===== config.mk =====
export PLATFORM = sky130hd
export DESIGN_NAME = ppp_front
export DESIGN_NICKNAME = d
export VERILOG_FILES = /design/src/rtl/core/ppp_pkg.sv /design/src/rtl/core/ppp_front.sv
export SDC_FILE = /design/constraint.sdc
export NUM_CORES = 2
export LEC_CHECK = 0
export BUFFER_PORTS_ARGS = -buffer_cell sky130_fd_sc_hd__buf_2
export CAP_MARGIN = 20
export CELL_PAD_IN_SITES_DETAIL_PLACEMENT = 1
export CELL_PAD_IN_SITES_GLOBAL_PLACEMENT = 1
export CORE_MARGIN = 10
export CORE_UTILIZATION = 45
export DETAILED_ROUTE_END_ITERATION = 7
export GPL_TIMING_DRIVEN = 0
export PLACE_DENSITY_LB_ADDON = 0.12
export SKIP_CTS_REPAIR_TIMING = 1
export SYNTH_ARGS = -nofsm -noshare
export SYNTH_HDL_FRONTEND = slang
export SYNTH_SLANG_ARGS = --single-unit

===== constraint.sdc =====
create_clock -name clock -period 6.3 [get_ports clock]
set_input_delay 0.315 -clock clock [delete_from_list [all_inputs] [get_ports clock]]
set_output_delay 0.315 -clock clock [all_outputs]
set_load 0.02 [all_outputs]

===== src/rtl/core/ppp_pkg.sv =====
// Shared widths, register indexes and cell payload types for the pinhole
// point projection block. No dependencies.

package ppp_pkg;

   localparam int COORD_W   = 32;  // Q16.16 coordinate
   localparam int CFG_W     = 12;  // focal length and principal point
   localparam int DIFF_W    = 33;  // difference of point and camera coordinates
   localparam int NUM_W     = 46;  // focal times camera-frame coordinate
   localparam int SUM_W     = 47;  // rounding dividend 2*num + |depth|
   localparam int DEN_W     = 34;  // divisor 2*|depth|
   localparam int MAG_W     = 46;  // dividend magnitude, one quotient bit per cell
   localparam int CLIP_W    = 18;  // quotient pre-clamped before the center add
   localparam int PIX_W     = 16;
   localparam int CSR_IDX_W = 3;
   localparam int DIV_CELLS = MAG_W;

   localparam logic [CSR_IDX_W-1:0] CSR_CAMERA_X = 3'd0;
   localparam logic [CSR_IDX_W-1:0] CSR_CAMERA_Y = 3'd1;
   localparam logic [CSR_IDX_W-1:0] CSR_CAMERA_Z = 3'd2;
   localparam logic [CSR_IDX_W-1:0] CSR_FOCAL_X  = 3'd3;
   localparam logic [CSR_IDX_W-1:0] CSR_FOCAL_Y  = 3'd4;
   localparam logic [CSR_IDX_W-1:0] CSR_CENTER_U = 3'd5;
   localparam logic [CSR_IDX_W-1:0] CSR_CENTER_V = 3'd6;

   localparam logic [COORD_W-1:0] CAMERA_RESET = 32'd131072;
   localparam logic [CFG_W-1:0]   FOCAL_RESET  = 12'd400;
   localparam logic [CFG_W-1:0]   CENTER_U_RST = 12'd190;
   localparam logic [CFG_W-1:0]   CENTER_V_RST = 12'd160;

   typedef struct packed {
      logic last;
      logic dzero;
      logic neg_u;
      logic neg_v;
   } ppp_side_type;

   typedef struct packed {
      logic [DEN_W-1:0] den;
      logic [DEN_W-1:0] rem_u;
      logic [DEN_W-1:0] rem_v;
      logic [MAG_W-1:0] work_u;
      logic [MAG_W-1:0] work_v;
      ppp_side_type     side;
   } ppp_div_type;

endpackage


===== src/rtl/core/ppp_front.sv =====
// Front stages: camera offset and axis swap, focal multiply, sign fold,
// rounding offset and magnitude. Feeds the first divider cell. Uses ppp_pkg.

module ppp_front (
   input  logic                           clock,
   input  logic                           reset,
   input  logic                           in_valid,
   output logic                           in_ready,
   input  logic [ppp_pkg::COORD_W-1:0]    point_x,
   input  logic [ppp_pkg::COORD_W-1:0]    point_y,
   input  logic [ppp_pkg::COORD_W-1:0]    point_z,
   input  logic                           last_in_frame,
   input  logic [ppp_pkg::COORD_W-1:0]    camera_x,
   input  logic [ppp_pkg::COORD_W-1:0]    camera_y,
   input  logic [ppp_pkg::COORD_W-1:0]    camera_z,
   input  logic [ppp_pkg::CFG_W-1:0]      focal_x,
   input  logic [ppp_pkg::CFG_W-1:0]      focal_y,
   output logic                           out_valid,
   input  logic                           out_ready,
   output ppp_pkg::ppp_div_type           out_data
);
   import ppp_pkg::*;

   // stage a: offsets
   logic                     a_valid_ff, a_ready;
   logic signed [DIFF_W-1:0] a_xc_ff, a_yc_ff, a_zc_ff;
   logic                     a_last_ff;
   // stage b: products
   logic                     b_valid_ff, b_ready;
   logic signed [NUM_W-1:0]  b_nu_ff, b_nv_ff;
   logic signed [DIFF_W-1:0] b_zc_ff;
   logic                     b_last_ff;
   logic signed [NUM_W-1:0]  b_nu_in, b_nv_in;
   // stage c: fold depth sign into numerators
   logic                     c_valid_ff, c_ready;
   logic signed [NUM_W-1:0]  c_nu_ff, c_nv_ff;
   logic [DIFF_W-1:0]        c_ad_ff;
   logic                     c_last_ff, c_dzero_ff;
   // stage d: 2*num + |depth|, den = 2*|depth|
   logic                     d_valid_ff, d_ready;
   logic signed [SUM_W-1:0]  d_su_ff, d_sv_ff;
   logic [DEN_W-1:0]         d_den_ff;
   logic                     d_last_ff, d_dzero_ff;
   logic signed [SUM_W-1:0]  d_su_in, d_sv_in, d_ad_ext;
   // stage e: magnitudes
   logic                     e_valid_ff;
   ppp_div_type              e_data_ff;
   logic signed [SUM_W-1:0]  e_mu_in, e_mv_in;

   assign e_mu_in = d_su_ff[SUM_W-1] ? -d_su_ff : d_su_ff;
   assign e_mv_in = d_sv_ff[SUM_W-1] ? -d_sv_ff : d_sv_ff;

   assign in_ready  = !a_valid_ff || b_ready;
   assign b_ready   = !b_valid_ff || c_ready;
   assign c_ready   = !c_valid_ff || d_ready;
   assign d_ready   = !d_valid_ff || a_ready;
   assign a_ready   = !e_valid_ff || out_ready;
   assign out_valid = e_valid_ff;
   assign out_data  = e_data_ff;

   assign b_nu_in = $signed({1'b0, focal_x}) * a_xc_ff;
   assign b_nv_in = $signed({1'b0, focal_y}) * a_yc_ff;

   assign d_ad_ext = $signed({{(SUM_W-DIFF_W){1'b0}}, c_ad_ff});
   assign d_su_in  = $signed({c_nu_ff, 1'b0}) + d_ad_ext;
   assign d_sv_in  = $signed({c_nv_ff, 1'b0}) + d_ad_ext;

   always_ff @(posedge clock) begin
      if (reset) begin
         a_valid_ff <= 1'b0;
         b_valid_ff <= 1'b0;
         c_valid_ff <= 1'b0;
         d_valid_ff <= 1'b0;
         e_valid_ff <= 1'b0;
      end else begin
         if (in_ready) a_valid_ff <= in_valid;
         if (b_ready)  b_valid_ff <= a_valid_ff;
         if (c_ready)  c_valid_ff <= b_valid_ff;
         if (d_ready)  d_valid_ff <= c_valid_ff;
         if (a_ready)  e_valid_ff <= d_valid_ff;
      end
   end

   always_ff @(posedge clock) begin
      if (in_ready) begin
         a_xc_ff   <= $signed({point_y[COORD_W-1], point_y})
                    - $signed({camera_y[COORD_W-1], camera_y});
         a_yc_ff   <= $signed({camera_z[COORD_W-1], camera_z})
                    - $signed({point_z[COORD_W-1], point_z});
         a_zc_ff   <= $signed({camera_x[COORD_W-1], camera_x})
                    - $signed({point_x[COORD_W-1], point_x});
         a_last_ff <= last_in_frame;
      end
      if (b_ready) begin
         b_nu_ff   <= b_nu_in;
         b_nv_ff   <= b_nv_in;
         b_zc_ff   <= a_zc_ff;
         b_last_ff <= a_last_ff;
      end
      if (c_ready) begin
         c_nu_ff    <= b_zc_ff[DIFF_W-1] ? -b_nu_ff : b_nu_ff;
         c_nv_ff    <= b_zc_ff[DIFF_W-1] ? -b_nv_ff : b_nv_ff;
         c_ad_ff    <= b_zc_ff[DIFF_W-1] ? DIFF_W'(-b_zc_ff) : DIFF_W'(b_zc_ff);
         c_dzero_ff <= (b_zc_ff == '0);
         c_last_ff  <= b_last_ff;
      end
      if (d_ready) begin
         d_su_ff    <= d_su_in;
         d_sv_ff    <= d_sv_in;
         d_den_ff   <= {c_ad_ff, 1'b0};
         d_dzero_ff <= c_dzero_ff;
         d_last_ff  <= c_last_ff;
      end
      if (a_ready) begin
         e_data_ff.den        <= d_den_ff;
         e_data_ff.rem_u      <= '0;
         e_data_ff.rem_v      <= '0;
         e_data_ff.work_u     <= e_mu_in[MAG_W-1:0];
         e_data_ff.work_v     <= e_mv_in[MAG_W-1:0];
         e_data_ff.side.last  <= d_last_ff;
         e_data_ff.side.dzero <= d_dzero_ff;
         e_data_ff.side.neg_u <= d_su_ff[SUM_W-1];
         e_data_ff.side.neg_v <= d_sv_ff[SUM_W-1];
      end
   end

endmodule


; ---- Word level (Yosys, flattened, before mapping)
; Cells that the tools add are included.
; Widths: inputs -> output; s select.
[classes]
n_addsub = 10
mul = 2
div = 0
order_cmp = 0
eq_ne = 0
n_shift = 0
muxes = 5
bitwise_logic = 0
n_reduce_logical = 11
[ops]
columns = cell, n
row1 = $mux 46, 4
row2 = $neg 46->46, 4
row3 = $sub 32x32->33, 3
row4 = $add 47x34->47, 2
row5 = $mul 13x33->46, 2
row6 = $logic_not 33->1, 1
row7 = $neg 33->33, 1
row8 = $mux 32, 1
row9 = $logic_not 1->1, 5
row10 = $logic_or 1x1->1, 5
[totals]
reg_bits = 616
latch_bits = 0
ram_bits = 0
romBits = 0
inputBits = 221
word_cells = 59
n_memories = 0

; ---- Depth between registers and ports, before layout
[logic_depth]
word_depth = 6
ltp_mapped = 23
depth_no_buf = 22

; ---- Worst setup path after synthesis
; Ideal clock, no wire load.
[synth_timing]
path_type = register -> register
startpoint = reg a_yc_ff[11]
endpoint = reg b_nv_ff[44], data pin
arrival_ps = 5744
required_ps = 6042
path_slack_ps = 298
path_stages_with_launch = 23
synth_period_minus_slack_ps = 6002
cell_sequence = edfxtp_1 > clkbuf_1 > and2_1 > fa_1 > inv_1 > fa_1 > inv_1 > fa_1 > fa_1 > inv_1 > fa_1 > inv_1 > ha_1 > nand2_1 > o21ai_0 > a221o_1 > o211ai_1 > a31o_2 > o41ai_1 > a41oi_1 > o31ai_1 > a21oi_1 > xnor2_1
[synth_via]
elab_chain_len = 1
[synth_rtl]
columns = element, line
row1 = "start, declared", ppp_front.sv:26  ; logic signed [DIFF_W-1:0] a_xc_ff, a_yc_ff, a_zc_ff;
row2 = "start signal, assigned", ppp_front.sv:88  ; a_yc_ff <= $signed({camera_z[COORD_W-1], camera_z})
row3 = $mul 13x33->46, ppp_front.sv:62  ; assign b_nv_in = $signed({1'b0, focal_y}) * a_yc_ff;
row4 = via b_nv_in[44], ppp_front.sv:33  ; logic signed [NUM_W-1:0] b_nu_in, b_nv_in;
row5 = "end signal, assigned", ppp_front.sv:96  ; b_nv_ff <= b_nv_in;
row6 = "end, declared", ppp_front.sv:30  ; logic signed [NUM_W-1:0] b_nu_ff, b_nv_ff;
; The timed path passes the listed nets, and every way through them passes these cells.
; A chain may end at the register's enable or synchronous reset.

; ---- Worst setup path after layout
[layout_timing]
startpoint = reg a_yc_ff[5]
endpoint = reg b_nv_ff[44], data pin
; The elaborated chain is that of the path after synthesis.

==> results_dict.tcl <==
set metrics [dict create \
    outcome "finished clean" \
    setup_viol 0 \
    vias_per_cell 5.131 \
    nFillCells 14697 \
    h-tree-depth 3 \
    crit_family "adder cells" \
    die_height_um 382.7 \
    cts_buffers 69 \
    fin_skew_ns 0.04827 \
    synthTopCellsByArea "edfxtp_1 31%, fa_1 24%, ha_1 7.8%" \
    vias 42011 \
    rows 133 \
    cp-end-kind "register" \
    initial_utilization_pct 45.15 \
    critical_path_class "register to register" \
    synth-async-reset-ratio_pct 0 \
    fmax_mhz 162.2 \
    antenna_found_initial 5 \
    drt_iter0_drc 2435 \
    crit_path_top_delay_cell "fa_2" \
    dp_hpwl_um 142500 \
    min_period_over_period_pct 97.83 \
    worstSkewPairLatency_ns 0.68 \
    cap_violations 0 \
    synth-seq-area-share_pct 30.95 \
    synth_cell_type_count 78 \
    hp-class "input pin to register" \
    cts.path.max_buffers 3 \
    area_growth_pct 13.64 \
    layout.nets 7670 \
    rsz0062_at_grt "yes" \
    synthCells 5818 \
    finalWorstSetupSlack_ns 0.1366 \
    place_area_um2 63650 \
    clockRootBuffer "clkbuf_16" \
    setup.worst_path.start_class "register" \
    synth_area_um2 59210 \
    crit_arrival_ns 6.55 \
    cpPeakStageDelay_ns 0.58 \
    ios 421 \
    synth_warnings 0 \
    period_minus_slack_ns 6.163 \
    clock_sinks 612 \
    grt_pass1_wl_um 266900 \
    avgRoutedWirePerCell_um 21.01 \
    grt_overflow_total 0 \
    slew_headroom_pct 22.38 \
    holdWs_ns 0.08769 \
    synth_common_cells "1077 x inv_1, 701 x fa_1, 627 x nand2_1, 607 x edfxtp_1, 368 x ha_1" \
    critical_path.cell_chain "buf_6 -> and2_1 -> fa_1 -> inv_1 -> fa_2 -> inv_1 -> fa_2 -> fa_1 -> inv_2 -> fa_2 -> inv_2 -> ha_4 -> nand4_1 -> nor2_1 -> o311a_1 -> o211ai_1 -> a31o_2 -> o41ai_4 -> a41oi_2 -> o31ai_2 -> a21oi_1 -> xnor2_1" \
    crit_top_cell "fa_2" \
    synth_most_common_cell "inv_1" \
    yosys.area.top_type "edfxtp_1" \
    grt_pass1_vias 45367 \
    die_area_um2 146500 \
    grt_start_max_net_pins 104 \
    syn_area_per_cell_um2 10.18 \
    drc_errors 0 \
    core_area_um2 131100 \
    postRouteAntennaNets 0 \
    routed_wl_um 172100 \
    cts_tree "done" \
    final_cell_area_um2 67290 \
    hold_viol 0 \
    crit_buf_inv 5 \
    io_buffer_count 351 \
    layout-drive-gt1-share_pct 12.25 \
    cp.required_ns 6.69 \
    dp_slack_ns -1.307 \
    worst_slew_pin_slew_ns 1.164 \
    path_clk_slew_ns 0.09 \
    die-width_um 382.7 \
    synth_edf_count 607 \
    worst-path-max-fanout 8 \
    final_util_pct 51.31 \
    ys.flop_type "edfxtp_1" \
    synth_top_area_share_pct 30.78 \
    ys_ff_latch 612 \
    slew_viol_final 0 \
    gr-usage-all-layers_pct 23.19 \
    first_pass_iters 5 \
    routabilityCongestion 0.9186 \
]
cell type report:
class	count	area, um^2	share of cell area (%)
buffer	254	1421	2.112
clock buffer	76	1794	2.667
clock inverter	46	553.0	0.8219
timing repair buffer	429	2497	3.712
antenna	2	5.005	0.007438
tap	1755	2196	3.263
multi-input combinational	3937	36440	54.16
inverter	1077	4053	6.023
sequential	612	18330	27.24
state kept, by name, indices dropped and copies added (netlist names), 46 cells and up:
signal,flops
d_su_ff,47
c_nv_ff,46
out_data,127
d_sv_ff,46
b_nv_ff,46
c_nu_ff,46
b_nu_ff,46
per-stage QoR:
step,setup TNS (ns),std cells
after floorplan,0,5886
after global placement,-82.69,7992
after detailed placement,-19.40,7999
after CTS,-10.76,8121
after global routing,-0.4280,8186
final,0,8188
cell families (layout without fill, tap and decap cells):
kind of cell               count (synthesis)  after routing  synth area share, %
muxes                                      4              4              0.06762
DFF                                      612            612                30.95
other                                      1             71             0.006333
AOI/OAI and AO/OA                        831            831                9.129
xor gates and xnor gates                 455            455                6.730
buffers and inverters                   1337           1882                8.939
and+or+nand+nor                         1509           1509                12.70
adders and majority gates               1069           1069                31.48
metal layers:
layer	vias up	track usage, %	routed length, um
met5	-	0	31
met1	21071	32.47	79730
met2	933	37.25	78320
met3	195	3.479	8905
li1	19806	-	-
met4	6	6.692	5085
worst paths after layout:
path                                             from                    end  slack (ns)  cells past startpoint
worst max-delay path             a_yc_ff[5]$_DFFE_PP_  b_nv_ff[44]$_DFFE_PP_        0.14                     22
worst min-delay path                       point_z[0]   a_yc_ff[0]$_DFFE_PP_        0.09                      3
worst max register to register   a_yc_ff[5]$_DFFE_PP_  b_nv_ff[44]$_DFFE_PP_        0.14                     22
worst min register to register  a_zc_ff[27]$_DFFE_PP_  b_zc_ff[27]$_DFFE_PP_        0.41                      0
worst min-delay path, stage by stage:
cell and delay [ns]:
buf_2 0.08, ha_1 0.14, inv_1 0.04
cell usage in the layout, fill, tap and decap left out, types with 38 or more instances in the layout:
| cell type | count |
|---|---|
| or3_1 | 46 |
| o21a_1 | 38 |
| xnor2_1 | 354 |
| a21oi_1 | 220 |
| buf_2 | 360 |
| edfxtp_1 | 607 |
| conb_1 | 69 |
| ha_1 | 343 |
| inv_1 | 1063 |
| and2_1 | 361 |
| clkbuf_1 | 132 |
| o31ai_1 | 67 |
| nand2b_1 | 51 |
| nand2_1 | 623 |
| fa_1 | 689 |
| nor2_1 | 150 |
| clkbuf_16 | 70 |
| nor2b_1 | 40 |
| o21ai_0 | 165 |
| buf_4 | 152 |
| xor2_1 | 101 |
| nand3_1 | 50 |
| nor3_1 | 48 |
| a21o_1 | 122 |
Power is not shown: default switching activity piles up to over one toggle a cycle in this logic, so the estimate is an artifact.
