$ cat config.mk
export PLATFORM = sky130hd
export DESIGN_NAME = ppp_back
export DESIGN_NICKNAME = d
export VERILOG_FILES = /design/src/rtl/core/ppp_pkg.sv /design/src/rtl/core/ppp_back.sv
export SDC_FILE = /design/constraint.sdc
export NUM_CORES = 1
export LEC_CHECK = 0
export ABC_AREA = 1
export BUFFER_PORTS_ARGS = -buffer_cell sky130_fd_sc_hd__buf_2
export CORE_MARGIN = 1
export CORE_UTILIZATION = 40
export DETAILED_ROUTE_END_ITERATION = 7
export GPL_ROUTABILITY_DRIVEN = 0
export MAX_ROUTING_LAYER = met4
export PLACE_DENSITY = 0.67
export SLEW_MARGIN = 20
export SYNTH_ARGS = -nofsm -noshare
export SYNTH_HDL_FRONTEND = slang
export SYNTH_SLANG_ARGS = --single-unit
$ cat constraint.sdc
create_clock -name clock -period 3.04 [get_ports clock]
set_clock_uncertainty 0.2 [all_clocks]
set_input_delay 0 -clock clock [delete_from_list [all_inputs] [get_ports clock]]
set_output_delay 0 -clock clock [all_outputs]
set_load 0.02 [all_outputs]
$ cat src/rtl/core/ppp_pkg.sv
// Shared widths, register indexes and cell payload types for the pinhole
// point projection block. No dependencies.

package ppp_pkg;

   localparam int COORD_W   = 32;  // Q16.16 coordinate
   localparam int CFG_W     = 12;  // focal length and principal point
   localparam int DIFF_W    = 33;  // difference of point and camera coordinates
   localparam int NUM_W     = 46;  // focal times camera-frame coordinate
   localparam int SUM_W     = 47;  // rounding dividend 2*num + |depth|
   localparam int DEN_W     = 34;  // divisor 2*|depth|
   localparam int MAG_W     = 46;  // dividend magnitude, one quotient bit per cell
   localparam int CLIP_W    = 18;  // quotient pre-clamped before the center add
   localparam int PIX_W     = 16;
   localparam int CSR_IDX_W = 3;
   localparam int DIV_CELLS = MAG_W;

   localparam logic [CSR_IDX_W-1:0] CSR_CAMERA_X = 3'd0;
   localparam logic [CSR_IDX_W-1:0] CSR_CAMERA_Y = 3'd1;
   localparam logic [CSR_IDX_W-1:0] CSR_CAMERA_Z = 3'd2;
   localparam logic [CSR_IDX_W-1:0] CSR_FOCAL_X  = 3'd3;
   localparam logic [CSR_IDX_W-1:0] CSR_FOCAL_Y  = 3'd4;
   localparam logic [CSR_IDX_W-1:0] CSR_CENTER_U = 3'd5;
   localparam logic [CSR_IDX_W-1:0] CSR_CENTER_V = 3'd6;

   localparam logic [COORD_W-1:0] CAMERA_RESET = 32'd131072;
   localparam logic [CFG_W-1:0]   FOCAL_RESET  = 12'd400;
   localparam logic [CFG_W-1:0]   CENTER_U_RST = 12'd190;
   localparam logic [CFG_W-1:0]   CENTER_V_RST = 12'd160;

   typedef struct packed {
      logic last;
      logic dzero;
      logic neg_u;
      logic neg_v;
   } ppp_side_type;

   typedef struct packed {
      logic [DEN_W-1:0] den;
      logic [DEN_W-1:0] rem_u;
      logic [DEN_W-1:0] rem_v;
      logic [MAG_W-1:0] work_u;
      logic [MAG_W-1:0] work_v;
      ppp_side_type     side;
   } ppp_div_type;

endpackage

$ cat src/rtl/core/ppp_back.sv
// Back stages: floor correction of the quotient, pre-clamp, principal point
// add, 16-bit saturation, frame test and the result register. Uses ppp_pkg.

module ppp_back #(
   parameter int FRAME_WIDTH  = 1680,
   parameter int FRAME_HEIGHT = 1080
) (
   input  logic                         clock,
   input  logic                         reset,
   input  logic                         in_valid,
   output logic                         in_ready,
   input  ppp_pkg::ppp_div_type         in_data,
   input  logic [ppp_pkg::CFG_W-1:0]    center_u,
   input  logic [ppp_pkg::CFG_W-1:0]    center_v,
   output logic                         rsp_valid,
   input  logic                         rsp_ready,
   output logic [ppp_pkg::PIX_W-1:0]    pixel_u,
   output logic [ppp_pkg::PIX_W-1:0]    pixel_v,
   output logic                         on_image,
   output logic                         depth_zero,
   output logic                         frame_end
);
   import ppp_pkg::*;

   localparam logic signed [MAG_W:0]    QMAX = (MAG_W+1)'(2 ** (CLIP_W - 1) - 1);
   localparam logic signed [MAG_W:0]    QMIN = -(MAG_W+1)'(2 ** (CLIP_W - 1));
   localparam logic signed [CLIP_W:0]   PMAX = (CLIP_W+1)'(2 ** (PIX_W - 1) - 1);
   localparam logic signed [CLIP_W:0]   PMIN = -(CLIP_W+1)'(2 ** (PIX_W - 1));
   localparam logic [PIX_W-1:0]         FW   = PIX_W'(FRAME_WIDTH);
   localparam logic [PIX_W-1:0]         FH   = PIX_W'(FRAME_HEIGHT);

   function automatic logic signed [CLIP_W-1:0] floor_clip(
      input logic [MAG_W-1:0] mag,
      input logic [DEN_W-1:0] rem,
      input logic             neg
   );
      logic signed [MAG_W:0] q;
      q = neg ? $signed({1'b1, ~mag}) + $signed({{MAG_W{1'b0}}, rem == '0})
              : $signed({1'b0, mag});
      if (q > QMAX) q = QMAX;
      if (q < QMIN) q = QMIN;
      return q[CLIP_W-1:0];
   endfunction

   function automatic logic [PIX_W-1:0] add_center(
      input logic signed [CLIP_W-1:0] q,
      input logic [CFG_W-1:0]         ctr
   );
      logic signed [CLIP_W:0] s;
      s = $signed({q[CLIP_W-1], q})
        + $signed({{(CLIP_W+1-CFG_W){1'b0}}, ctr});
      if (s > PMAX) s = PMAX;
      if (s < PMIN) s = PMIN;
      return s[PIX_W-1:0];
   endfunction

   logic                     s_valid_ff, s_ready;
   logic signed [CLIP_W-1:0] s_qu_ff, s_qv_ff;
   logic                     s_last_ff, s_dzero_ff;
   logic                     o_valid_ff;
   logic [PIX_W-1:0]         o_u_ff, o_v_ff;
   logic                     o_on_ff, o_dzero_ff, o_last_ff;
   logic [PIX_W-1:0]         o_u_in, o_v_in;
   logic                     o_on_in;

   assign o_u_in  = s_dzero_ff ? '0 : add_center(s_qu_ff, center_u);
   assign o_v_in  = s_dzero_ff ? '0 : add_center(s_qv_ff, center_v);
   assign o_on_in = !s_dzero_ff && !o_u_in[PIX_W-1] && (o_u_in < FW)
                 && !o_v_in[PIX_W-1] && (o_v_in < FH);

   assign in_ready   = !s_valid_ff || s_ready;
   assign s_ready    = !o_valid_ff || rsp_ready;
   assign rsp_valid  = o_valid_ff;
   assign pixel_u    = o_u_ff;
   assign pixel_v    = o_v_ff;
   assign on_image   = o_on_ff;
   assign depth_zero = o_dzero_ff;
   assign frame_end  = o_last_ff;

   always_ff @(posedge clock) begin
      if (reset) begin
         s_valid_ff <= 1'b0;
         o_valid_ff <= 1'b0;
      end else begin
         if (in_ready) s_valid_ff <= in_valid;
         if (s_ready)  o_valid_ff <= s_valid_ff;
      end
   end

   always_ff @(posedge clock) begin
      if (in_ready) begin
         s_qu_ff    <= floor_clip(in_data.work_u, in_data.rem_u, in_data.side.neg_u);
         s_qv_ff    <= floor_clip(in_data.work_v, in_data.rem_v, in_data.side.neg_v);
         s_dzero_ff <= in_data.side.dzero;
         s_last_ff  <= in_data.side.last;
      end
      if (s_ready) begin
         o_u_ff     <= o_u_in;
         o_v_ff     <= o_v_in;
         o_on_ff    <= o_on_in;
         o_dzero_ff <= s_dzero_ff;
         o_last_ff  <= s_last_ff;
      end
   end

endmodule

# Word level (Yosys, flattened, before mapping)
# Index checks and enable logic that the tools add are counted.
dict set report word_totals {
  reg_bits 75
  out_inout_bits 37
}
dict set report op_classes {
  add_sub_neg 4
  n_lt_le_gt_ge 10
  n_mux 12
  bitwise 2
  n_reduce_logical 13
}
# operator n
set ops {}
lappend ops {{$mux 47} 6}
lappend ops {{$add 47x2->47} 2}
lappend ops {{$gt 47x18->1 const B} 2}
lappend ops {{$lt 47x18->1 const B} 2}
lappend ops {{$not 46->46} 2}
lappend ops {{$logic_not 34->1} 2}
lappend ops {{$mux 16} 4}
lappend ops {{$add 18x13->19} 2}
lappend ops {{$gt 19x16->1 const B} 2}
lappend ops {{$lt 19x16->1 const B} 2}
lappend ops {{$mux 19} 2}
lappend ops {{$lt 16x11->1 const B} 2}
lappend ops {{$logic_not 1->1} 5}
lappend ops {{$logic_and 1x1->1} 4}
lappend ops {{$logic_or 1x1->1} 2}

# Depth between registers and ports, before layout
dict set report logic_depth {
  depth_word 11
  mapped_depth 23
  depth_no_buf 22
}

# Least setup slack after synthesis
# OpenSTA, ideal clock, no wires.
dict set report synth_path {
  path_kind {input -> register}
  start {input port in_data[135] in the netlist's numbering}
  end {register s_qu_ff[0] (data pin)}
  setup_ns 0.249
  arrival_time_ns 2.587
  path_slack_ns 0.004
  stages 21
  path_buffers 1
  cell_sequence {nor4_1 nand4_1 nor4_1 ha_1 ha_1 nand3_4 nor2_4 nand4_1 nand2_2 nand3_1 nand2_1 nand2_1 nor2_1 nand3_1 nor2_2 nand4_2 nand2_4 buf_6 nand2_1 nand2_1 inv_1}
}
dict set report synth_between {
  elab_chain_len 7
}
# element line_no
set synth_lines {}
lappend synth_lines {{start, declared} ppp_back.sv:12} ;# input ppp_pkg::ppp_div_type in_data,
lappend synth_lines {{$logic_not 34->1 *} ppp_back.sv:38} ;# q = neg ? $signed({1'b1, ~mag}) + $signed({{MAG_W{1'b0}}, rem == '0})
lappend synth_lines {{$add 47x2->47 *} ppp_back.sv:38}
lappend synth_lines {{$mux 47 *} ppp_back.sv:38}
lappend synth_lines {{$gt 47x18->1} ppp_back.sv:40} ;# if (q > QMAX) q = QMAX;
lappend synth_lines {{$mux 47 *} ppp_back.sv:40}
lappend synth_lines {{$mux 47 *} ppp_back.sv:91} ;# if (in_ready) begin
lappend synth_lines {{$lt 47x18->1} ppp_back.sv:41} ;# if (q < QMIN) q = QMIN;
lappend synth_lines {{end signal, assigned} ppp_back.sv:92} ;# s_qu_ff <= floor_clip(in_data.work_u, in_data.rem_u, in_data.side.neg_u);
lappend synth_lines {{end, declared} ppp_back.sv:58} ;# logic signed [CLIP_W-1:0] s_qu_ff, s_qv_ff;
# Mark *: on every way between the ends. The rest lies on a longest branch, timed or not. The select of a mux whose other input is x is not followed.
# A chain may end at the register's enable or synchronous reset.

# Worst setup path in the final report
dict set report layout_path {
  start {input port in_data[116] in the netlist's numbering}
  end {register s_qv_ff[0] (data pin)}
}
dict set report layout_between {
  elab_chain_len 7
}
# element line_no
set layout_lines {}
lappend layout_lines {{$logic_not 34->1 *} ppp_back.sv:38}
lappend layout_lines {{$add 47x2->47 *} ppp_back.sv:38}
lappend layout_lines {{$mux 47 *} ppp_back.sv:38}
lappend layout_lines {{$gt 47x18->1} ppp_back.sv:40}
lappend layout_lines {{$mux 47 *} ppp_back.sv:40}
lappend layout_lines {{$mux 47 *} ppp_back.sv:91}
lappend layout_lines {{$lt 47x18->1} ppp_back.sv:41}
lappend layout_lines {{end signal, assigned} ppp_back.sv:93} ;# s_qv_ff <= floor_clip(in_data.work_v, in_data.rem_v, in_data.side.neg_v);
lappend layout_lines {{end, declared} ppp_back.sv:58}
# Marks and branches as above.

==> results.json <==
{
  "run_status": "finished, violations left",
  "failing_checks": "DRC, setup timing",
  "worstSetupStartpointType": "input port",
  "unrepaired_setup_endpoints_after_global_routing": "yes",
  "cts_made_buffers": 9,
  "grt_pass1_wl_um": 47000,
  "syn_inst": 1526,
  "syn-mean-instance-area_um2": 5.982,
  "timing.max_cap.violations": 0,
  "timing.critical_path.slowest_cell_delay_ps": 330,
  "n_fill_cell": 2139,
  "drtIter0Drc": 695,
  "commonest_non_fill_non_tap_cell_in_the_layout": "sky130_fd_sc_hd__nand2_1",
  "finalWorstSetupSlack_ps": -215.6,
  "cts_sinks": 75,
  "worstPathArrival_ps": 3130,
  "timing.hold.worst.class": "in -> reg",
  "timing.critical_path.fanout_max": 5,
  "leftover_overflow_at_the_end_of_global_routing": 0,
  "core_um2": 22090,
  "grt_use_total_pct": 25.25,
  "tritoncts": "done",
  "worstPathRequired_ps": 2910,
  "cell_internal_pwr_mw": 2.579,
  "remaining_drc_errors": 1,
  "layout.core_utilization_pct": 56.91,
  "mostFrequentLayoutCells": "sky130_fd_sc_hd__nand2_1, sky130_fd_sc_hd__nor2_1, sky130_fd_sc_hd__buf_2, sky130_fd_sc_hd__inv_1, sky130_fd_sc_hd__nand3_1",
  "hold_ws_ps": 28.24,
  "grt_pass1_vias": 9816,
  "critical_path.n_buffers_inverters": 5,
  "post-dp-hpwl_um": 23900,
  "cp_top_family": "simple AND/OR/NAND/NOR gates",
  "critical_path_class": "in -> reg",
  "combinational_power_share_pct": 30.8,
  "ys_warn_count": 0,
  "p_leak_nw": 6.353,
  "postRouteAntennaNets": 0,
  "report.final.setup_viol": 34,
  "routed_wl_um": 29710,
  "fp.dieW_um": 153.1,
  "clkSlewWorstSetupHoldPaths_ps": 50,
  "ir_worst_vdd_v": 0.0002420,
  "synth.distinct_cells": 46,
  "vias_per_cell": 5.084,
  "numPortBuffers": 228,
  "timing.final.max_slew_violations": 0,
  "fmax_ghz": 0.3072,
  "finish.instance_area_um2": 12570,
  "switching_power_of_the_nets_mw": 1.075,
  "worst_setup_path_end_kind": "flip-flop",
  "routed_wire_length_per_instance_um": 13.71,
  "crit_path_cell_trace": "buf_8, nor4_4, buf_4, nand4_1, nor4_2, ha_2, ha_4, nand3_4, nor2_4, buf_6, nand3_4, nand3b_1, nand2_1, inv_1, nand3_2, nor2_2, nand3_2, nor3_2, nand3_1, nand2_2, buf_6, a21oi_2",
  "antenna_violations_before_repair": 3,
  "initial_cell_density_of_the_core_pct": 41.32,
  "timing.final.crit_period_ps": 3256,
  "synthesis.area_um2": 9129,
  "ys_seq_elements": 75,
  "grt_max_degree": 37,
  "rows": 54,
  "power_density_nw_per_um2": 290.6,
  "post_route_cells_drive_above_1_share_pct": 25.42,
  "yosysSeqAreaShare_pct": 24.45,
  "clk_network_pwr_share_pct": 35.7,
  "max-clock-path-buffers": 2,
  "num-nets-final": 2135,
  "cts_root_buffer": "sky130_fd_sc_hd__clkbuf_16",
  "hold_viol": 0,
  "clock_tree.htree_level_count": 3,
  "cp_slowest_cell": "sky130_fd_sc_hd__nor4_2",
  "total_power_mw": 3.654,
  "detail_route.first_pass.iterations": 8,
  "regToRegSetupSlack_ps": 190,
  "floorplan.die.height_um": 153.1,
  "area_delta_synth_final_pct": 37.75,
  "design.portCount": 263,
  "slew-limit-headroom_pct": 63.33,
  "switching_part_of_the_total_pct": 29.42,
  "vias": 11017,
  "syn_nets": 1782,
  "final.period_utilization_pct": 107.1,
  "clk_latency_ps": 330,
  "fin_cells": 2167,
  "numPlacedInstances": 2088,
  "dieArea_um2": 23430,
  "dpl_cell_area_um2": 11110,
  "max_slew.worst_pin.slew_ps": 549.4,
  "power.sequential.fraction_pct": 33.5
}
==> state kept, by name, summed over array words and instances, names as in the netlist <==
signal,flops
s_qu_ff,18
s_qv_ff,18
on_image,1
frame_end,1
pixel_v,16
pixel_u,16
depth_zero,1
rsp_valid,1
s_valid_ff,1
s_dzero_ff,1
s_last_ff,1
==> per-layer routing <==
metal / global-route usage, % / vias to the layer above / routed length, um
li1: - / 5642 / -
met1: 32.56 / 4868 / 13120
met2: 39.99 / 434 / 13610
met3: 3.714 / 73 / 2088
met4: 9.283 / 0 / 889
met5: - / - / 0
==> power by group through the flow <==
stage | clock [mW] | sequential [mW] | combinational (mW)
detailed placement | 0 | 1.24 | 1.00
global placement | 0 | 1.24 | 0.997
global route | 1.37 | 1.23 | 1.24
floorplan | 0 | 1.28 | 0.569
finish | 1.30 | 1.22 | 1.13
CTS | 1.32 | 1.22 | 1.07
==> synth_stat cells (all sizes together) <==
master	number	area share [%]
a21boi	1	0.082
a21o	3	0.25
a21oi	67	4.1
a31oi	2	0.14
and2	3	0.21
and3	5	0.34
and3b	1	0.096
buf	12	0.90
clkbuf	12	0.49
clkinv	2	0.082
dfxtp	2	0.44
edfxtp	73	24
fa	2	0.44
ha	28	3.8
inv	186	7.6
nand2	534	22
nand3	126	7.2
nand3b	7	0.58
nand4	46	3.3
nor2	254	11
nor3	21	1.4
nor4	19	1.3
o211ai	3	0.25
o21a	1	0.082
o21ai	36	2.0
o21bai	6	0.49
o31ai	1	0.082
o41ai	1	0.096
or2	2	0.14
or3	1	0.069
xnor2	19	1.8
xor2	50	4.8
==> final timing paths <==
check	from	endpoint	depth (start not counted)
worst max-delay path	in_data[116]	s_qv_ff[0]	22
worst min-delay path	in_data[52]	s_qu_ff[2]	6
worst max register to register	s_qv_ff[0]	on_image	21
worst min register to register	s_last_ff	frame_end	0
==> final cells by class <==
cell class | count | area [um^2] | area share [%]
Clock buffer | 12 | 256.5 | 2.040
Antenna cell | 3 | 7.507 | 0.05970
Sequential cell | 75 | 2232 | 17.75
Clock inverter | 4 | 120.1 | 0.9552
Tap cell | 280 | 350.3 | 2.786
Multi-Input combinational cell | 1244 | 6574 | 52.28
Timing Repair Buffer | 361 | 2326 | 18.50
Inverter | 188 | 708.2 | 5.632
==> logic make-up after synthesis <==
| kind of cell | share of synthesized area [%] |
|---|---|
| AND/OR/NAND/NOR | 48.00 |
| XOR/XNOR | 6.620 |
| AO/OA/AOI/OAI | 7.525 |
| buffers and inverters | 9.128 |
| adder cells (fa/ha/maj) | 4.276 |
| flip-flops | 24.45 |
==> stage by stage <==
stage                     setup TNS, ps  setup WS, ps
after floorplan                       0         4.208
after global placement           -19180        -795.8
after detailed placement         -23090         -1012
after CTS                         -3112        -213.0
after global routing             -14980        -509.0
final                             -6444        -215.6
==> tightest hold or removal path, stage by stage <==
cell                      delay, ps
sky130_fd_sc_hd__buf_2          150
sky130_fd_sc_hd__xor2_1          80
sky130_fd_sc_hd__inv_1           40
sky130_fd_sc_hd__nand2_1         40
sky130_fd_sc_hd__nand2_1         50
sky130_fd_sc_hd__inv_1           30
==> timing repair <==
action | in CTS | in global routing
endpoints found under the setup margin | 34 | 47
cloned | 2 | 5
pin swaps | 10 | 51
hold endpoints to repair | 36 | 0
hold buffers | 36 | 0
setup buffers | 6 | 13
gates resized for setup | 43 | 95
Power figures use the tool's default switching activity.
