[config.mk]
export PLATFORM = sky130hd
export DESIGN_NAME = ppp_div_cell
export DESIGN_NICKNAME = d
export VERILOG_FILES = /design/src/rtl/core/ppp_pkg.sv /design/src/rtl/core/ppp_div_cell.sv
export SDC_FILE = /design/constraint.sdc
export NUM_CORES = 1
export LEC_CHECK = 0
export ABC_AREA = 0
export BUFFER_PORTS_ARGS = -buffer_cell sky130_fd_sc_hd__buf_2
export CAP_MARGIN = 20
export CORE_AREA = 2 2 155 157
export DETAILED_ROUTE_END_ITERATION = 10
export DIE_AREA = 0 0 157 159
export PLACE_DENSITY = 0.84
export SYNTH_ARGS = -nofsm -noshare
export SYNTH_HDL_FRONTEND = slang
export SYNTH_SLANG_ARGS = --single-unit
export TNS_END_PERCENT = 50
[constraint.sdc]
create_clock -name clock -period 11.85 [get_ports clock]
set_input_delay 0.5925 -clock clock [delete_from_list [all_inputs] [get_ports clock]]
set_output_delay 0.5925 -clock clock [all_outputs]
set_load 0.01 [all_outputs]
[src/rtl/core/ppp_pkg.sv]
// Shared widths, register indexes and cell payload types for the pinhole
// point projection block. No dependencies.

package ppp_pkg;

   localparam int COORD_W   = 32;  // Q16.16 coordinate
   localparam int CFG_W     = 12;  // focal length and principal point
   localparam int DIFF_W    = 33;  // difference of point and camera coordinates
   localparam int NUM_W     = 46;  // focal times camera-frame coordinate
   localparam int SUM_W     = 47;  // rounding dividend 2*num + |depth|
   localparam int DEN_W     = 34;  // divisor 2*|depth|
   localparam int MAG_W     = 46;  // dividend magnitude, one quotient bit per cell
   localparam int CLIP_W    = 18;  // quotient pre-clamped before the center add
   localparam int PIX_W     = 16;
   localparam int CSR_IDX_W = 3;
   localparam int DIV_CELLS = MAG_W;

   localparam logic [CSR_IDX_W-1:0] CSR_CAMERA_X = 3'd0;
   localparam logic [CSR_IDX_W-1:0] CSR_CAMERA_Y = 3'd1;
   localparam logic [CSR_IDX_W-1:0] CSR_CAMERA_Z = 3'd2;
   localparam logic [CSR_IDX_W-1:0] CSR_FOCAL_X  = 3'd3;
   localparam logic [CSR_IDX_W-1:0] CSR_FOCAL_Y  = 3'd4;
   localparam logic [CSR_IDX_W-1:0] CSR_CENTER_U = 3'd5;
   localparam logic [CSR_IDX_W-1:0] CSR_CENTER_V = 3'd6;

   localparam logic [COORD_W-1:0] CAMERA_RESET = 32'd131072;
   localparam logic [CFG_W-1:0]   FOCAL_RESET  = 12'd400;
   localparam logic [CFG_W-1:0]   CENTER_U_RST = 12'd190;
   localparam logic [CFG_W-1:0]   CENTER_V_RST = 12'd160;

   typedef struct packed {
      logic last;
      logic dzero;
      logic neg_u;
      logic neg_v;
   } ppp_side_type;

   typedef struct packed {
      logic [DEN_W-1:0] den;
      logic [DEN_W-1:0] rem_u;
      logic [DEN_W-1:0] rem_v;
      logic [MAG_W-1:0] work_u;
      logic [MAG_W-1:0] work_v;
      ppp_side_type     side;
   } ppp_div_type;

endpackage

[src/rtl/core/ppp_div_cell.sv]
// One divider cell: develops one quotient bit for the column and row lanes
// against the shared divisor and hands the item on. Uses ppp_pkg.

module ppp_div_cell (
   input  logic                 clock,
   input  logic                 reset,
   input  logic                 in_valid,
   output logic                 in_ready,
   input  ppp_pkg::ppp_div_type in_data,
   output logic                 out_valid,
   input  logic                 out_ready,
   output ppp_pkg::ppp_div_type out_data
);
   import ppp_pkg::*;

   logic              valid_ff;
   ppp_div_type       data_ff, data_in;
   logic [DEN_W:0]    try_u, try_v;
   logic [DEN_W:0]    diff_u, diff_v;
   logic              borrow_u, borrow_v;

   always_comb begin
      try_u = {in_data.rem_u, in_data.work_u[MAG_W-1]};
      try_v = {in_data.rem_v, in_data.work_v[MAG_W-1]};
      {borrow_u, diff_u} = {1'b0, try_u} - {2'b00, in_data.den};
      {borrow_v, diff_v} = {1'b0, try_v} - {2'b00, in_data.den};
      data_in        = in_data;
      data_in.rem_u  = borrow_u ? try_u[DEN_W-1:0] : diff_u[DEN_W-1:0];
      data_in.rem_v  = borrow_v ? try_v[DEN_W-1:0] : diff_v[DEN_W-1:0];
      data_in.work_u = {in_data.work_u[MAG_W-2:0], !borrow_u};
      data_in.work_v = {in_data.work_v[MAG_W-2:0], !borrow_v};
   end

   assign in_ready  = !valid_ff || out_ready;
   assign out_valid = valid_ff;
   assign out_data  = data_ff;

   always_ff @(posedge clock) begin
      if (reset) begin
         valid_ff <= 1'b0;
      end else if (in_ready) begin
         valid_ff <= in_valid;
      end
   end

   always_ff @(posedge clock) begin
      if (in_ready) begin
         data_ff <= data_in;
      end
   end

endmodule

# After elaboration in Yosys (flattened, before gate mapping)
# Index checks and enable logic that the tools add are counted.
[word_totals] regBits=199 latch_bits=0 mem_bits_rw=0 romBits=0 in_bits=202 output_inout_bits=200 word_cells=18 mem_count=0
[classes] add_sub_neg=2 n_mul=0 div=0 n_lt_le_gt_ge=0 eq_ne=0 shift=0 muxes=2 bitwise_logic=0 reduce_logical=4
[ops] operator="subtractor 35 x 34 -> 36 bit" n=2
[ops] operator="2-to-1 mux 34 bit" n=2
[ops] operator="logical NOT 1 bit" n=3
[ops] operator="logical OR 1 bit" n=1

# Longest topological paths before layout
# Gate-level depths: netlist of run 1.
[depth] ltp_word=2 mapped_depth=13

# Least setup slack after synthesis of run 1
# OpenSTA, ideal clock, no wires.
[synth_path] path_kind="input-to-reg" startpoint="input port out_ready" endpoint="register valid_ff, in the netlist out_valid" setup_ps=354 t_arrival_ps=5678 required_ps=11496 setup_slack_ps=5818 stages=2 cell_sequence="nand2b_1 -> a21oi_1"
[synth_between] elab_chain_len=1
[synth_lines] element="start: declaration" line_no="ppp_div_cell.sv:11" source="input logic out_ready,"
[synth_lines] element="logical OR 1 bit" line_no="ppp_div_cell.sv:34" source="assign in_ready = !valid_ff || out_ready;"
[synth_lines] element="end signal: assignment" line_no="ppp_div_cell.sv:42" source="valid_ff <= in_valid;"
[synth_lines] element="end: declaration" line_no="ppp_div_cell.sv:16" source="logic valid_ff;"
# No other way between the ends.
# A chain may end at the register's enable or synchronous reset.

==> results.md, run 1 <==
* Flop2flop setup slack at 9250 ps
* Drt initial violations at slightly below 600
* Post-CTS resize count at 0
* Count leader, synth: edfxtp_1
* Post-synth EDFFs at 198
* Clock Tree Root: clkbuf_16
* Achievable frequency at approximately 270 MHz
* Vias at 8,132
* WL final at 30,920 µm
* Port bufs at 401
* RSZ-0062 raised after global routing: no
* Synth Area in Compound Gates at 0.1376
* Delay-heaviest family, CP: compound AO/OA/AOI/OAI gates
* Pre-CTS WS at 7677 ps
* Netlist cell types at 68
* Post-synthesis simple-gate area fraction at 0.06654
* Final setup TNS at 0 ps
* Core area at 23,190 µm²
* Layout area overhead at 28.55%
* Area contributors post-synth: edfxtp_1 57%, ha_1 8.2%, mux2_4 4.0%
* M1 WL at between 10,000 and 15,000 µm
* Congestion Overflow GR at 0
* Max incr delay on CP at 390 ps
* FP Rows at 56
* Core Util, Final at 0.5764
* Number of post-CTS setup repair buffers at 0
* Outcome: completed
* Die Height at 159 µm
* Share of layout cells above drive strength 1 at 0.4077
* Ys flop type: edfxtp_1
* Hold EP: out_valid
* Final period utilization at 0.3131
* Most frequent cells after synthesis: 198 x edfxtp_1, 72 x a21oi_1, 68 x ha_1, 54 x nor2_1, 52 x inv_1
* Starting Density at 0.4484
* Gr usage total at 0.2403
* Crit-path cells: buf_2 > inv_1 > ha_1 > nor2b_1 > o31ai_2 > a211oi_1 > a211o_1 > a311oi_1 > nor2b_1 > o21ai_2 > nand2_2 > buf_4 > mux2_4
* Worst skew pair latency at around 440 ps
* Pin count of the biggest net entering global routing at 64
* Largest fanout on the critical path at 18
* H-tree Lvls at 4
* Reg-to-reg endpoint: out_data[130]
* Startpoint type of the worst setup path: input port
* Synth async-reset ratio at 0
* Post-synthesis adder-cell area fraction at 0.08567
* Synth area leader: edfxtp_1
* Peak VDD IR at 0.00008867 V
* Clock-pin slew on the worst setup and hold paths at approximately 80 ps
* First-pass GRT wire length at 45,350 µm
* DR WL/cell at 20.00 µm
* Post-synthesis cell count at 799
* Cts hold-fix bufs at 0
* Hold path depth at 2
* Clock Sinks at between 150 and 200
* WP buf/inv at 3
* Required time worst endpoint at 12,030 ps
* Critical path endpoint category: register
* Slew Limit Headroom at 0.4723
* Max clock buf depth at 2
* Mux cell area share after synthesis at 0.05547
* Max Slew Vio Count at 0
* Vias in the first global route at 8,282
* Layout net count at approximately 1.5k
* Synthesis-stage register bit count at 199
* Pleak at ~6 nW
* Die Wd at 157 µm
* Pwr dens at 146.2 nW/µm²
* Drc violations at 0
* HP Class: input port to register
* Synth Cell Area at 10,400 µm²
* Worst hold start: reset
* I/O Pins at 402
* Least-Margin Pin Slew at 791.6 ps
* Cts bufs inserted at 17
* Final setup margin at 8140 ps
* Crit path time final at 3710 ps
* Met3 WL at 2679 µm
* Synth top area share at 0.5718
* Met2 Wirelength at 15,140 µm
* Post-synth net total at 1,071
* CTS tree: built
* Initial antenna violation count at 12
* Post-Synth XOR/XNOR Area at 0.05138
* Synth warn at 0
* Main combinational cell family by area after synthesis: compound AO/OA/AOI/OAI gates
* Uppermost layer routed: met5
* Worst reg2reg path startpoint: out_valid
* Hold Vio Cnt, Final at 0
* Final Setup Violations at 0
* Mapped Avg Cell Area at 13.01 µm²
* Critical path type: input port to register
* Vias per inst at around 5.3
* Max_cap viols at 0
* Die area at 24,960 µm²
* Crit path DAT at roughly 3900 ps
* Critical path's slowest cell: buf_4
* DP Wirelength at 24,860 µm
* Post-route ant nets at 0
* Pre-Repair DR Iteration Count at 5
* Worst path most repeated cell: nor2b_1
* Placer's final routability congestion estimate at 0.8702
* Sequential share of the synthesized area at 0.5737
* Clk_skew at approximately 8 ps
* Reg2Reg Depth at 3
==> per-layer routing <==
metal / vias up / track usage
met4: 12 / 0.1009
met1: 3865 / 0.2779
met3: 70 / 0.07621
li1: 3844 / -
met2: 341 / 0.4093
met5: - / 0
==> how the worst max path moves through the flow <==
stage	startpoint	end	slack, ps	cells past startpoint
final	in_data[165]	out_data[148]	8140	13
after global routing	in_data[165]	out_data[148]	7880	13
after global placement	in_data[165]	out_data[147]	7740	13
after detailed placement	in_data[165]	out_data[148]	7680	13
after floorplan	out_ready	out_valid	5820	2
after CTS	in_data[165]	out_data[148]	8130	13
==> registers in the layout, indices dropped and copies added (netlist names) <==
signal,flops
out_data,198
out_valid,1
==> stage by stage <==
stage / hold WS (ps) / power, W / cells / cell area (µm²)
floorplan: 661.6 / 0.001201 / 799 / 10400
global placement: 750.8 / 0.001368 / 1506 / 12750
detailed placement: 751.9 / 0.001378 / 1506 / 12750
CTS: 285.7 / 0.001967 / 1538 / 13350
global route: 286.2 / 0.002033 / 1542 / 13360
finish: 303.7 / 0.001955 / 1546 / 13370
==> report_power, final <==
part	switching [W]	leakage (nW)	total [W]	internal (W)
Sequential	0.0000246	2.05	0.000897	0.000873
Clock	0.000302	0.294	0.000591	0.000289
Combinational	0.000258	3.80	0.000467	0.000209
==> layout make-up <==
cell class | count | area, µm²
fillers | 1902 | 9824
flip-flops and latches | 199 | 5966
multi-input cells | 530 | 4141
repair buffers | 406 | 2044
clock buffers | 17 | 425.4
well taps | 319 | 399.1
inverters | 52 | 195.2
clock inverters | 15 | 176.4
diodes | 8 | 20.02
==> layout by cell type (no fill, tap or decap), types with 3 or more instances in the layout <==
| cell | instances |
|---|---|
| buf_2 | 401 |
| edfxtp_1 | 198 |
| a21oi_1 | 72 |
| ha_1 | 68 |
| nor2_1 | 54 |
| inv_1 | 52 |
| xnor2_1 | 42 |
| a21o_1 | 36 |
| nand2_1 | 35 |
| mux2_4 | 28 |
| o21ai_0 | 24 |
| xor2_1 | 19 |
| clkbuf_16 | 17 |
| mux2_2 | 13 |
| o21a_1 | 10 |
| nand3_1 | 10 |
| nor3_1 | 9 |
| a211oi_1 | 9 |
| o21bai_1 | 9 |
| diode_2 | 8 |
| a31oi_1 | 7 |
| o211ai_1 | 6 |
| nand4_1 | 6 |
| and4_1 | 5 |
| nor2b_1 | 5 |
| nand2b_1 | 5 |
| inv_8 | 5 |
| buf_4 | 5 |
| and3_1 | 4 |
| and2_1 | 3 |
| a221oi_1 | 3 |
| clkinv_8 | 3 |
==> logic make-up (layout without fill, tap and decap cells) <==
family                     Yosys count  in the layout
AOI/OAI and AO/OA                  211            211
xor gates and xnor gates            61             61
adders and majority gates           70             70
buffers and inverters               70            490
DFF                                199            199
muxes                               42             42
other                                0              8
and+or+nand+nor                    146            146
No activity file was read; power rests on OpenSTA's default activity.
==> run 2: changes to the inputs <==
--- a/config.mk
+++ b/config.mk
@@ -8,10 +8,10 @@
 export ABC_AREA = 0
 export BUFFER_PORTS_ARGS = -buffer_cell sky130_fd_sc_hd__buf_2
 export CAP_MARGIN = 20
-export CORE_AREA = 2 2 155 157
+export CORE_MARGIN = 1.5
+export CORE_UTILIZATION = 45
 export DETAILED_ROUTE_END_ITERATION = 10
-export DIE_AREA = 0 0 157 159
-export PLACE_DENSITY = 0.84
+export PLACE_DENSITY = 0.87
 export SYNTH_ARGS = -nofsm -noshare
 export SYNTH_HDL_FRONTEND = slang
 export SYNTH_SLANG_ARGS = --single-unit
==> constraint.sdc (replaced) <==
create_clock -name clock -period 3 [get_ports clock]
set_input_delay 0.15 -clock clock [delete_from_list [all_inputs] [get_ports clock]]
set_output_delay 0.15 -clock clock [all_outputs]
set_load 0.01 [all_outputs]
==> results.md, run 2 (synthesized netlist as in run 1, its figures left out) <==
* Clock Sinks at 199
* Max clock buf depth at 2
* Clock Tree Root: clkbuf_16
* Flop2flop setup slack at 950 ps
* WL final at 34,930 µm
* HP Class: input port to register
* Slew Limit Headroom at 0.5881
* Core Util, Final at 0.6825
* Worst reg2reg path startpoint: out_valid
* Largest fanout on the critical path at 17
* Required time worst endpoint at about 3200 ps
* Die Height at 155.0 µm
* Congestion Overflow GR at 0
* RSZ-0062 raised after global routing: yes
* Hold Vio Cnt, Final at 0
* Final period utilization at 0.9764
* Critical path type: input port to register
* Max reg flops at 198
* Post-route ant nets at 0
* Clock share of power at 0.293
* Final Setup Violations at 0
* Port bufs at ~400
* Pleak at 7.160 nW
* Die area at 24,030 µm²
* DP Wirelength at 25,780 µm
* Pin count of the biggest net entering global routing at 60
* First-pass GRT wire length at approximately 52,000 µm
* Vias at 9,237
* Starting Density at 0.4593
* Hold path depth at 2
* Internal power at 0.005689 W
* Critical path endpoint category: register
* Pre-Repair DR Iteration Count at 5
* Final setup margin at 70.94 ps
* Startpoint type of the worst setup path: input port
* Most common cell after layout, fill and taps aside: buf_2
* I/O Pins at 402
* Achievable frequency at roughly 340 MHz
* Gr usage total at 0.2885
* Max Slew Vio Count at 0
* Fill cell count at 1,562
* Comb power frac at 0.272
* H-tree Lvls at 4
* Seq pwr share at 0.435
* Multi-input logic area at 4227 µm²
* Worst hold start: in_data[135]
* Switching power at approximately 0.0025 W
* Peak VDD IR at 0.0003574 V
* Clk_skew at approximately 17 ps
* Register area at 5966 µm²
* FP Rows at 55
* Pwr dens at 528.8 nW/µm²
* DR WL/cell at approximately 20 µm
* Vias in the first global route at 9,407
* Layout net count at 1,695
* Outcome: completed
* Reg-to-reg endpoint: out_valid
* Pre-CTS WS at -141.1 ps
* Layout area overhead at 48.60%
* Max_cap viols at 0
* Vias per inst at 5.358
* Die Wd at 155.0 µm
* Hold EP: out_data[136]
* Clock-pin slew on the worst setup and hold paths at 80 ps
* Worst skew pair latency at 440 ps
* Crit path DAT at 3110 ps
* Initial antenna violation count at 7
* Commonest non-fill, non-tap cells in the layout: 401 x buf_2, 198 x edfxtp_1, 130 x dlygate4sd3_1, 85 x buf_4, 71 x a21oi_1
* Drc violations at 0
* Drt initial violations at 641
* Core area at 22,640 µm²
* Reg2Reg Depth at 4
* Placer's final routability congestion estimate at 0.8821
* Cts bufs inserted at 17
* Least-Margin Pin Slew at 617.9 ps
* Crit path time final at 2929 ps
* CTS tree: built
* Net Sw Frac at 0.3037
* Share of layout cells above drive strength 1 at 0.4185
==> run 2: changes by cell type in the layout (fill, tap and decap cells not counted), moves of 3 or more <==
cell / delta
dlygate4sd3_1: +130
buf_4: +80
diode_2: -5
ha_1: -4
buf_12: +7
ha_2: +3
==> run 2: worst max-delay path by stage <==
| stage | slack (ps) | startpoint | endpoint | cells after the start |
|---|---|---|---|---|
| 2_1_floorplan | 210 | in_data[49] | out_data[126] | 13 |
| 3_3_place_gp | -110 | in_data[49] | out_data[126] | 14 |
| 3_5_place_dp | -140 | in_data[49] | out_data[126] | 14 |
| 4_1_cts | 10 | in_data[188] | out_data[141] | 15 |
| 5_1_grt | -10 | in_data[171] | out_data[110] | 13 |
| 6_report | 70 | in_data[171] | out_data[110] | 13 |
==> run 2: layout make-up <==
class,count,share of cell area
clock buffer,18,0.02777
multi-input combinational,530,0.2735
sequential,199,0.3861
clock inverter,14,0.01198
tap,285,0.02308
inverter,52,0.01263
timing repair buffer,623,0.2645
antenna,3,0.0004858
==> run 2: timing repair <==
action / CTS / global route
hold endpoints to repair: 129 / 0
setup buffers: 0 / 4
resized for setup: 0 / 20
hold buffers: 130 / 0
endpoints found under the setup margin: 0 / 68
==> run 2: stage by stage <==
stage	std cells	setup TNS (ps)	hold WS (ps)	total power (W)	cell area, µm²
after floorplan	799	0	219.1	0.004725	10410
after global placement	1555	-918.8	304.6	0.005577	13410
after detailed placement	1555	-3025	317.4	0.005622	13410
after CTS	1717	0	8.684	0.008140	15330
after global routing	1724	-64.57	11.53	0.008496	15450
final	1724	0	26.73	0.008171	15450
==> run 2: power by group through the flow <==
stage	clock [W]	sequential [W]	combinational (W)
4_1_cts	0.00243	0.00355	0.00216
5_1_grt	0.00253	0.00358	0.00238
3_3_place_gp	0	0.00360	0.00198
3_5_place_dp	0	0.00361	0.00202
2_1_floorplan	0	0.00378	0.000949
6_report	0.00240	0.00355	0.00222
==> run 2: critical path: stages <==
cell and delay [ps]:
dlygate4sd3_1 530, buf_2 120, inv_1 90, ha_4 300
o211ai_1 90, a31o_2 240, o21ai_2 180, a211oi_1 110
buf_4 160, o31a_1 350, o211ai_4 250, buf_12 180
mux2_2 340
==> run 2: routing by layer <==
layer / global-route usage / wire length (µm) / up-vias
met5: 0 / 47 / -
met4: 0.1433 / 1717 / 8
met3: 0.06908 / 2546 / 107
met2: 0.4986 / 17150 / 438
met1: 0.3361 / 13470 / 4417
li1: - / - / 4267
